## src/s2t_pkg.sv

```systemverilog
`timescale 1ns / 1ps
// s2t_pkg: character codes and the shared job type for the spaces-to-tabs converter.
// No dependencies.
package s2t_pkg;

    localparam logic [7:0] CH_TAB   = 8'h09;
    localparam logic [7:0] CH_NL    = 8'h0A;
    localparam logic [7:0] CH_FF    = 8'h0C;
    localparam logic [7:0] CH_CR    = 8'h0D;
    localparam logic [7:0] CH_SPACE = 8'h20;

    // Emission job: a run of spaces followed by one closing byte.
    typedef struct packed {
        logic       valid;
        logic [2:0] spaces;
        logic [7:0] tail;
    } s2t_job_t;

endpackage

```

## src/s2t_step.sv

```systemverilog
`timescale 1ns / 1ps
// s2t_step: per-byte column tracking and emission decision (combinational).
// Depends on s2t_pkg.
module s2t_step
(
    input  logic [7:0]       text_byte,
    input  logic             first_of_string,
    input  logic [7:0]       start_column,
    input  logic [2:0]       phase,
    input  logic [2:0]       pending,
    output logic [2:0]       phase_next,
    output logic [2:0]       pending_next,
    output s2t_pkg::s2t_job_t job
);
    import s2t_pkg::*;

    logic [2:0] phase_base;
    logic [2:0] pending_base;
    logic       line_break;

    always_comb
    begin
        phase_base   = first_of_string ? start_column[2:0] : phase;
        pending_base = first_of_string ? 3'd0 : pending;
        line_break   = (text_byte == CH_NL) || (text_byte == CH_CR) || (text_byte == CH_FF);
        phase_next   = line_break ? 3'd0 : phase_base + 3'd1;

        job = '0;
        if (text_byte == CH_SPACE)
        begin
            if (phase_next == 3'd0)
            begin
                pending_next = 3'd0;
                job.valid    = 1'b1;
                job.spaces   = 3'd0;
                job.tail     = CH_TAB;
            end
            else
            begin
                pending_next = pending_base + 3'd1;
            end
        end
        else
        begin
            pending_next = 3'd0;
            job.valid    = 1'b1;
            job.spaces   = pending_base;
            job.tail     = text_byte;
        end
    end

endmodule

```

## src/spaces_to_tabs_converter.sv

```systemverilog
`timescale 1ns / 1ps
// spaces_to_tabs_converter: top level, job register and output register.
// Depends on s2t_pkg and s2t_step.
//
//  channel | signals                                        | handshake
//  --------+------------------------------------------------+----------------------
//  in      | text_byte[7:0], first_of_string, start_column  | in_valid / in_ready
//  out     | out_byte[7:0], last_of_run                     | out_valid / out_ready
//
// One result leaves per cycle while out_ready allows; a byte with n pending spaces gives n spaces, then itself.
// Bytes that cause no result (held spaces) are taken every cycle once no job is left in flight.
// The input side takes a new byte while the previous job hands over its final result.
// Reset clears column phase, pending count and both valid flags.
// A stalled output holds a valid job in the job register; in_ready drops until it can drain.
module spaces_to_tabs_converter
(
    input  logic       clk,
    input  logic       rst_n,
    input  logic       in_valid,
    output logic       in_ready,
    input  logic [7:0] text_byte,
    input  logic       first_of_string,
    input  logic [7:0] start_column,
    output logic       out_valid,
    input  logic       out_ready,
    output logic [7:0] out_byte,
    output logic       last_of_run
);
    import s2t_pkg::*;

    logic [2:0] phase_reg;
    logic [2:0] pending_reg;
    logic [2:0] phase_next;
    logic [2:0] pending_next;
    s2t_job_t   job_reg;
    s2t_job_t   job_next;
    s2t_job_t   step_job;
    logic       out_valid_reg;
    logic [7:0] out_byte_reg;
    logic       last_reg;
    logic       out_load;
    logic       job_done;
    logic       in_take;

    s2t_step u_step
    (
        .text_byte       (text_byte),
        .first_of_string (first_of_string),
        .start_column    (start_column),
        .phase           (phase_reg),
        .pending         (pending_reg),
        .phase_next      (phase_next),
        .pending_next    (pending_next),
        .job             (step_job)
    );

    assign out_load = !out_valid_reg || out_ready;
    assign job_done = job_reg.valid && (job_reg.spaces == 3'd0) && out_load;
    assign in_ready = !job_reg.valid || job_done;
    assign in_take  = in_valid && in_ready;

    always_comb
    begin
        job_next = job_reg;
        if (in_take)
        begin
            job_next = step_job;
        end
        else if (job_done)
        begin
            job_next.valid = 1'b0;
        end
        else if (job_reg.valid && out_load)
        begin
            job_next.spaces = job_reg.spaces - 3'd1;
        end
    end

    always_ff @(posedge clk or negedge rst_n)
    begin
        if (!rst_n)
        begin
            phase_reg     <= 3'd0;
            pending_reg   <= 3'd0;
            job_reg       <= '0;
            out_valid_reg <= 1'b0;
        end
        else
        begin
            if (in_take)
            begin
                phase_reg   <= phase_next;
                pending_reg <= pending_next;
            end
            job_reg <= job_next;
            if (out_load)
            begin
                out_valid_reg <= job_reg.valid;
            end
        end
    end

    always_ff @(posedge clk)
    begin
        if (out_load && job_reg.valid)
        begin
            if (job_reg.spaces == 3'd0)
            begin
                out_byte_reg <= job_reg.tail;
                last_reg     <= 1'b1;
            end
            else
            begin
                out_byte_reg <= CH_SPACE;
                last_reg     <= 1'b0;
            end
        end
    end

    assign out_valid   = out_valid_reg;
    assign out_byte    = out_byte_reg;
    assign last_of_run = last_reg;

`ifndef SYNTHESIS
    a_idle_job_ready: assert property (@(posedge clk) disable iff (!rst_n)
        !job_reg.valid |-> in_ready)
        else $error("input stalled with no job in flight");

    a_spaces_keep_job: assert property (@(posedge clk) disable iff (!rst_n)
        job_reg.valid && (job_reg.spaces != 3'd0) && out_load |=> job_reg.valid)
        else $error("job retired with spaces still owed");

    a_tail_is_last: assert property (@(posedge clk) disable iff (!rst_n)
        job_done |=> out_valid && last_of_run)
        else $error("closing byte not marked last");

    a_nonlast_is_space: assert property (@(posedge clk) disable iff (!rst_n)
        out_valid && !last_of_run |-> out_byte == CH_SPACE)
        else $error("non-final result is not a space");
`endif

endmodule
```

## config.mk

```make
export PLATFORM = sky130hd
export DESIGN_NAME = spaces_to_tabs_converter
export DESIGN_NICKNAME = d
export VERILOG_FILES = /design/src/s2t_pkg.sv /design/src/s2t_step.sv /design/src/spaces_to_tabs_converter.sv
export SDC_FILE = /design/constraint.sdc
export NUM_CORES = 1
export LEC_CHECK = 0
export ABC_CLOCK_PERIOD_IN_PS = 2200
export BUFFER_PORTS_ARGS = -buffer_cell sky130_fd_sc_hd__buf_2
export CORE_MARGIN = 2
export CORE_UTILIZATION = 30
export DETAILED_ROUTE_END_ITERATION = 16
export PLACE_DENSITY = 0.47
export SLEW_MARGIN = 0
export SYNTH_ARGS = -nofsm -noshare
export SYNTH_HDL_FRONTEND = slang
export SYNTH_SLANG_ARGS = --single-unit
```

## constraint.sdc

```tcl
create_clock -name clk -period 2.2 [get_ports clk]
set_clock_uncertainty 0.15 [all_clocks]
set_input_delay 0.66 -clock clk [delete_from_list [all_inputs] [get_ports clk]]
set_output_delay 0.66 -clock clk [all_outputs]
set_load 0.02 [all_outputs]
```

==> results.md <==
* Die width at 73.8 um
* Worst slack at placement at -0.0848 ns
* Worst-Skew Late Latency at 0.28 ns
* Worst r2r dst: job_reg[1]$_DFFE_PN0P_
* Port Buffer Count at 26
* Critical path depth in cells at 5
* GRT Util Overall at between 10% and 20%
* Die H at about 74 um
* Power Density at between 1000 and 1500 nW/um^2
* Count leader, synth: dfrtp_1
* Die ar. at 5440 um^2
* Vias after detailed routing at 1013
* Sink Count at 28
* Drt first pass iters at 4
* Register area share after synthesis at between 50% and 60%
* Gate power share at roughly 41%
* Cell Area, Synth at 1460 um^2
* Top-Level Pins at 32
* Vias in the first global route at between 1000 and 1500
* Worst-case reg-to-reg path depth at 9
* Synth area leader: dfrtp_1
* Tmin final at between 2 and 2.5 ns
* Clk pwr share at 19.6%
* Final setup fails at 0
* CTS clock-pin slew for the worst setup and hold paths at approximately 0.10 ns
* Slowest-stage cell, CP: a21boi_4
* Top delay family on crit path: buffers and inverters
* Ys async rst share at 67.9%
* Worst Hold Class: input port to asynchronous set/reset pin
* Post-Place Cell Area at 1690 um^2
* Clock H-tree levels at 1
* Slew headroom at 70.2%
* CP Launch Type: input port
* N_diodes at 0
* Run status: completed
* Largest net degree at the start of global routing at 20
* Internal reg-to-reg setup slack at 0.38 ns
* CP arrival at 1.32 ns
* Critical path type: input port to primary output
* Worst-path maximum fanout at 2
* Nature of the critical path endpoint: primary output
* Synth warnings at 0
* Post-Synthesis Cells at around 120
* R2R Path Start: job_reg[9]$_DFFE_PN0P_
* Residual DRC at 0
* WP buf/inv at 3
* Leakage power at roughly 0.8 nW
* CTS tree: done
* Reg area at approximately 750 um^2
* Worst-path cell chain: buf_2 > nand2b_2 > a21boi_4 > inv_4 > buf_6
* Detailed placement HPWL at around 2200 um
* Detailed-route wire length per cell at 12.8 um
* Top cells by area, synth: dfrtp_1 (33%), edfxtp_1 (19%), mux2_4 (5.1%), and2_1 (3.4%), ha_1 (3.4%)
* Share of the synthesized area in the top cell type at between 30% and 40%
* Worst vdd ir at roughly 0.37 mV
* Via density at about 4.6
* Crit path required time at 1.39 ns
* Share of cells above drive strength 1 at 40.1%
* Max reg flops at 12
* Register bit total from synthesis at 28
* Area of the multi-input gates at 654 um^2
* Fin area at between 1500 and 2000 um^2
* Total Wirelength at 2810 um
* Num rows at 25
* Worst-Margin Slew at 0.447 ns
* Fmax at 0.470 GHz
* Initial antenna violation count at 0
* Max-cap viol count at 0
* CTS Buf Count at 3
* Post-synth cell types at 44
* Seq pwr share at 39.3%
* Area delta synth->final at 23.5%
* GPL Wtd Cong at between 0.7 and 0.8
* Int Pwr at 0.00142 W
* Final Hold Viols at 0
* RSZ-0062 raised after global routing: no
* Max Transition Viols Final at 0
* Clock root buffer: clkbuf_8
* Min setup slack post-route at 0.0724 ns
* First-pass GRT wire length at ~5000 um
* Final Cycle Share at 96.7%
* Total core area at 4720 um^2
* Max stage delay on crit path at 0.20 ns
* CTS Hold Bufs at 0
* Grt total ovfl at 0
* Top post-synthesis cells by count: dfrtp_1 (19), edfxtp_1 (9), and2_1 (8)
* Synthesized Nets at ~140
* Iteration-0 DRC Markers at 28
* EDFF count, synth at 9
* Initial Utilization at 30.9%
* Antenna viol nets, final at 0
* Post-synth top flop: dfrtp_1
* Clock Path Buffers at 2
* Mapped Avg Cell Area at ~13 um^2
* Net Switching at 0.000678 W
* FILL cells at 476
* Switching portion of total power at between 30 and 40%
* Layout Nets at 178
## metrics by stage
stage | TNS [ns] | power, W | hold WS (ns) | util, % | cells
2_1_floorplan | 0 | 0.00141 | 0.214 | - | 116
3_3_place_gp | -0.136 | 0.00160 | 0.323 | 35.7 | 212
3_5_place_dp | -0.280 | 0.00163 | 0.325 | 35.7 | 212
4_1_cts | 0 | 0.00210 | 0.177 | 37.9 | 218
5_1_grt | 0 | 0.00226 | 0.180 | 38.2 | 219
6_report | 0 | 0.00209 | 0.157 | 38.2 | 219
## worst max-delay path by stage
stage / start / end / slack, ns
after global routing: job_reg[9]$_DFFE_PN0P_ / in_ready / 0.01
final: out_ready / in_ready / 0.07
after global placement: first_of_string / job_reg[11]$_DFFE_PN0P_ / -0.05
after detailed placement: first_of_string / pending_reg[2]$_DFFE_PN0P_ / -0.08
after CTS: job_reg[9]$_DFFE_PN0P_ / in_ready / 0.01
after floorplan: first_of_string / job_reg[11]$_DFFE_PN0P_ / 0.02
## power groups by stage
stage                     clock network (W)  registers [W]  logic [W]
final                              0.000411       0.000822   0.000861
after floorplan                           0       0.000884   0.000531
after global routing               0.000451       0.000846   0.000964
after CTS                          0.000423       0.000826   0.000851
after global placement                    0       0.000830   0.000772
after detailed placement                  0       0.000837   0.000789
## repair_timing
| item | in CTS | in global routing |
|---|---|---|
| endpoints found under the setup margin | 1 | 1 |
| resized for setup | 6 | 2 |
| setup buffers | 2 | 1 |
| pin swaps | 1 | 2 |
## logic make-up (layout without fill, tap and decap cells)
| group | after synthesis | in the layout | synth area share, % |
|---|---|---|---|
| adders and majority gates | 4 | 4 | 3.43 |
| buffers and inverters | 11 | 47 | 4.97 |
| xor gates and xnor gates | 3 | 3 | 1.80 |
| muxes | 10 | 10 | 8.83 |
| DFF | 28 | 28 | 51.1 |
| and+or+nand+nor | 37 | 37 | 16.6 |
| AOI/OAI and AO/OA | 23 | 23 | 13.3 |
## placed cells by master (no fill, tap or decap), types with 2 or more instances in the layout
cell	Yosys	final
mux2i_1	2	2
and2_1	8	8
edfxtp_1	9	9
or3_1	2	2
nand2_1	3	3
clkbuf_8	0	3
nor2b_1	4	4
nand3_1	2	2
ha_1	4	3
buf_4	1	10
dfrtp_1	19	19
mux2_4	5	5
nor4_1	2	2
o21ai_1	3	3
o22a_1	2	2
mux2_1	2	2
nand2b_1	3	3
inv_1	4	2
o31ai_2	2	2
inv_2	1	3
buf_2	0	25
o2bb2ai_1	2	2
xnor2_1	3	3
nand4_1	4	4
o21ai_0	4	4
o211a_1	2	2
## layer usage
layer / GRT usage [%] / up-vias / share of wire (%)
met4: 4.85 / 0 / 1.6
li1: - / 495 / -
met1: 14.7 / 491 / 46
met3: 2.19 / 5 / 3.8
met5: 0 / - / 0
met2: 19.8 / 22 / 48
## final cells by class
type,count,share of cell area (%)
tap,67,4.65
clock inverter,1,1.67
inverter,7,2.01
clock buffer,3,2.29
sequential,28,41.4
timing repair buffer,36,11.7
multi-input combinational,77,36.3
## worst reg2reg max path, cell delays in order, from the launching register on
cell      delay (ns)
dfrtp_1         0.35
inv_2           0.06
ha_4            0.16
nand2b_4        0.09
inv_8           0.03
a21boi_4        0.16
inv_4           0.05
buf_4           0.16
nand2_2         0.17
mux2_1          0.34
No activity file was read; power rests on OpenSTA's default activity.
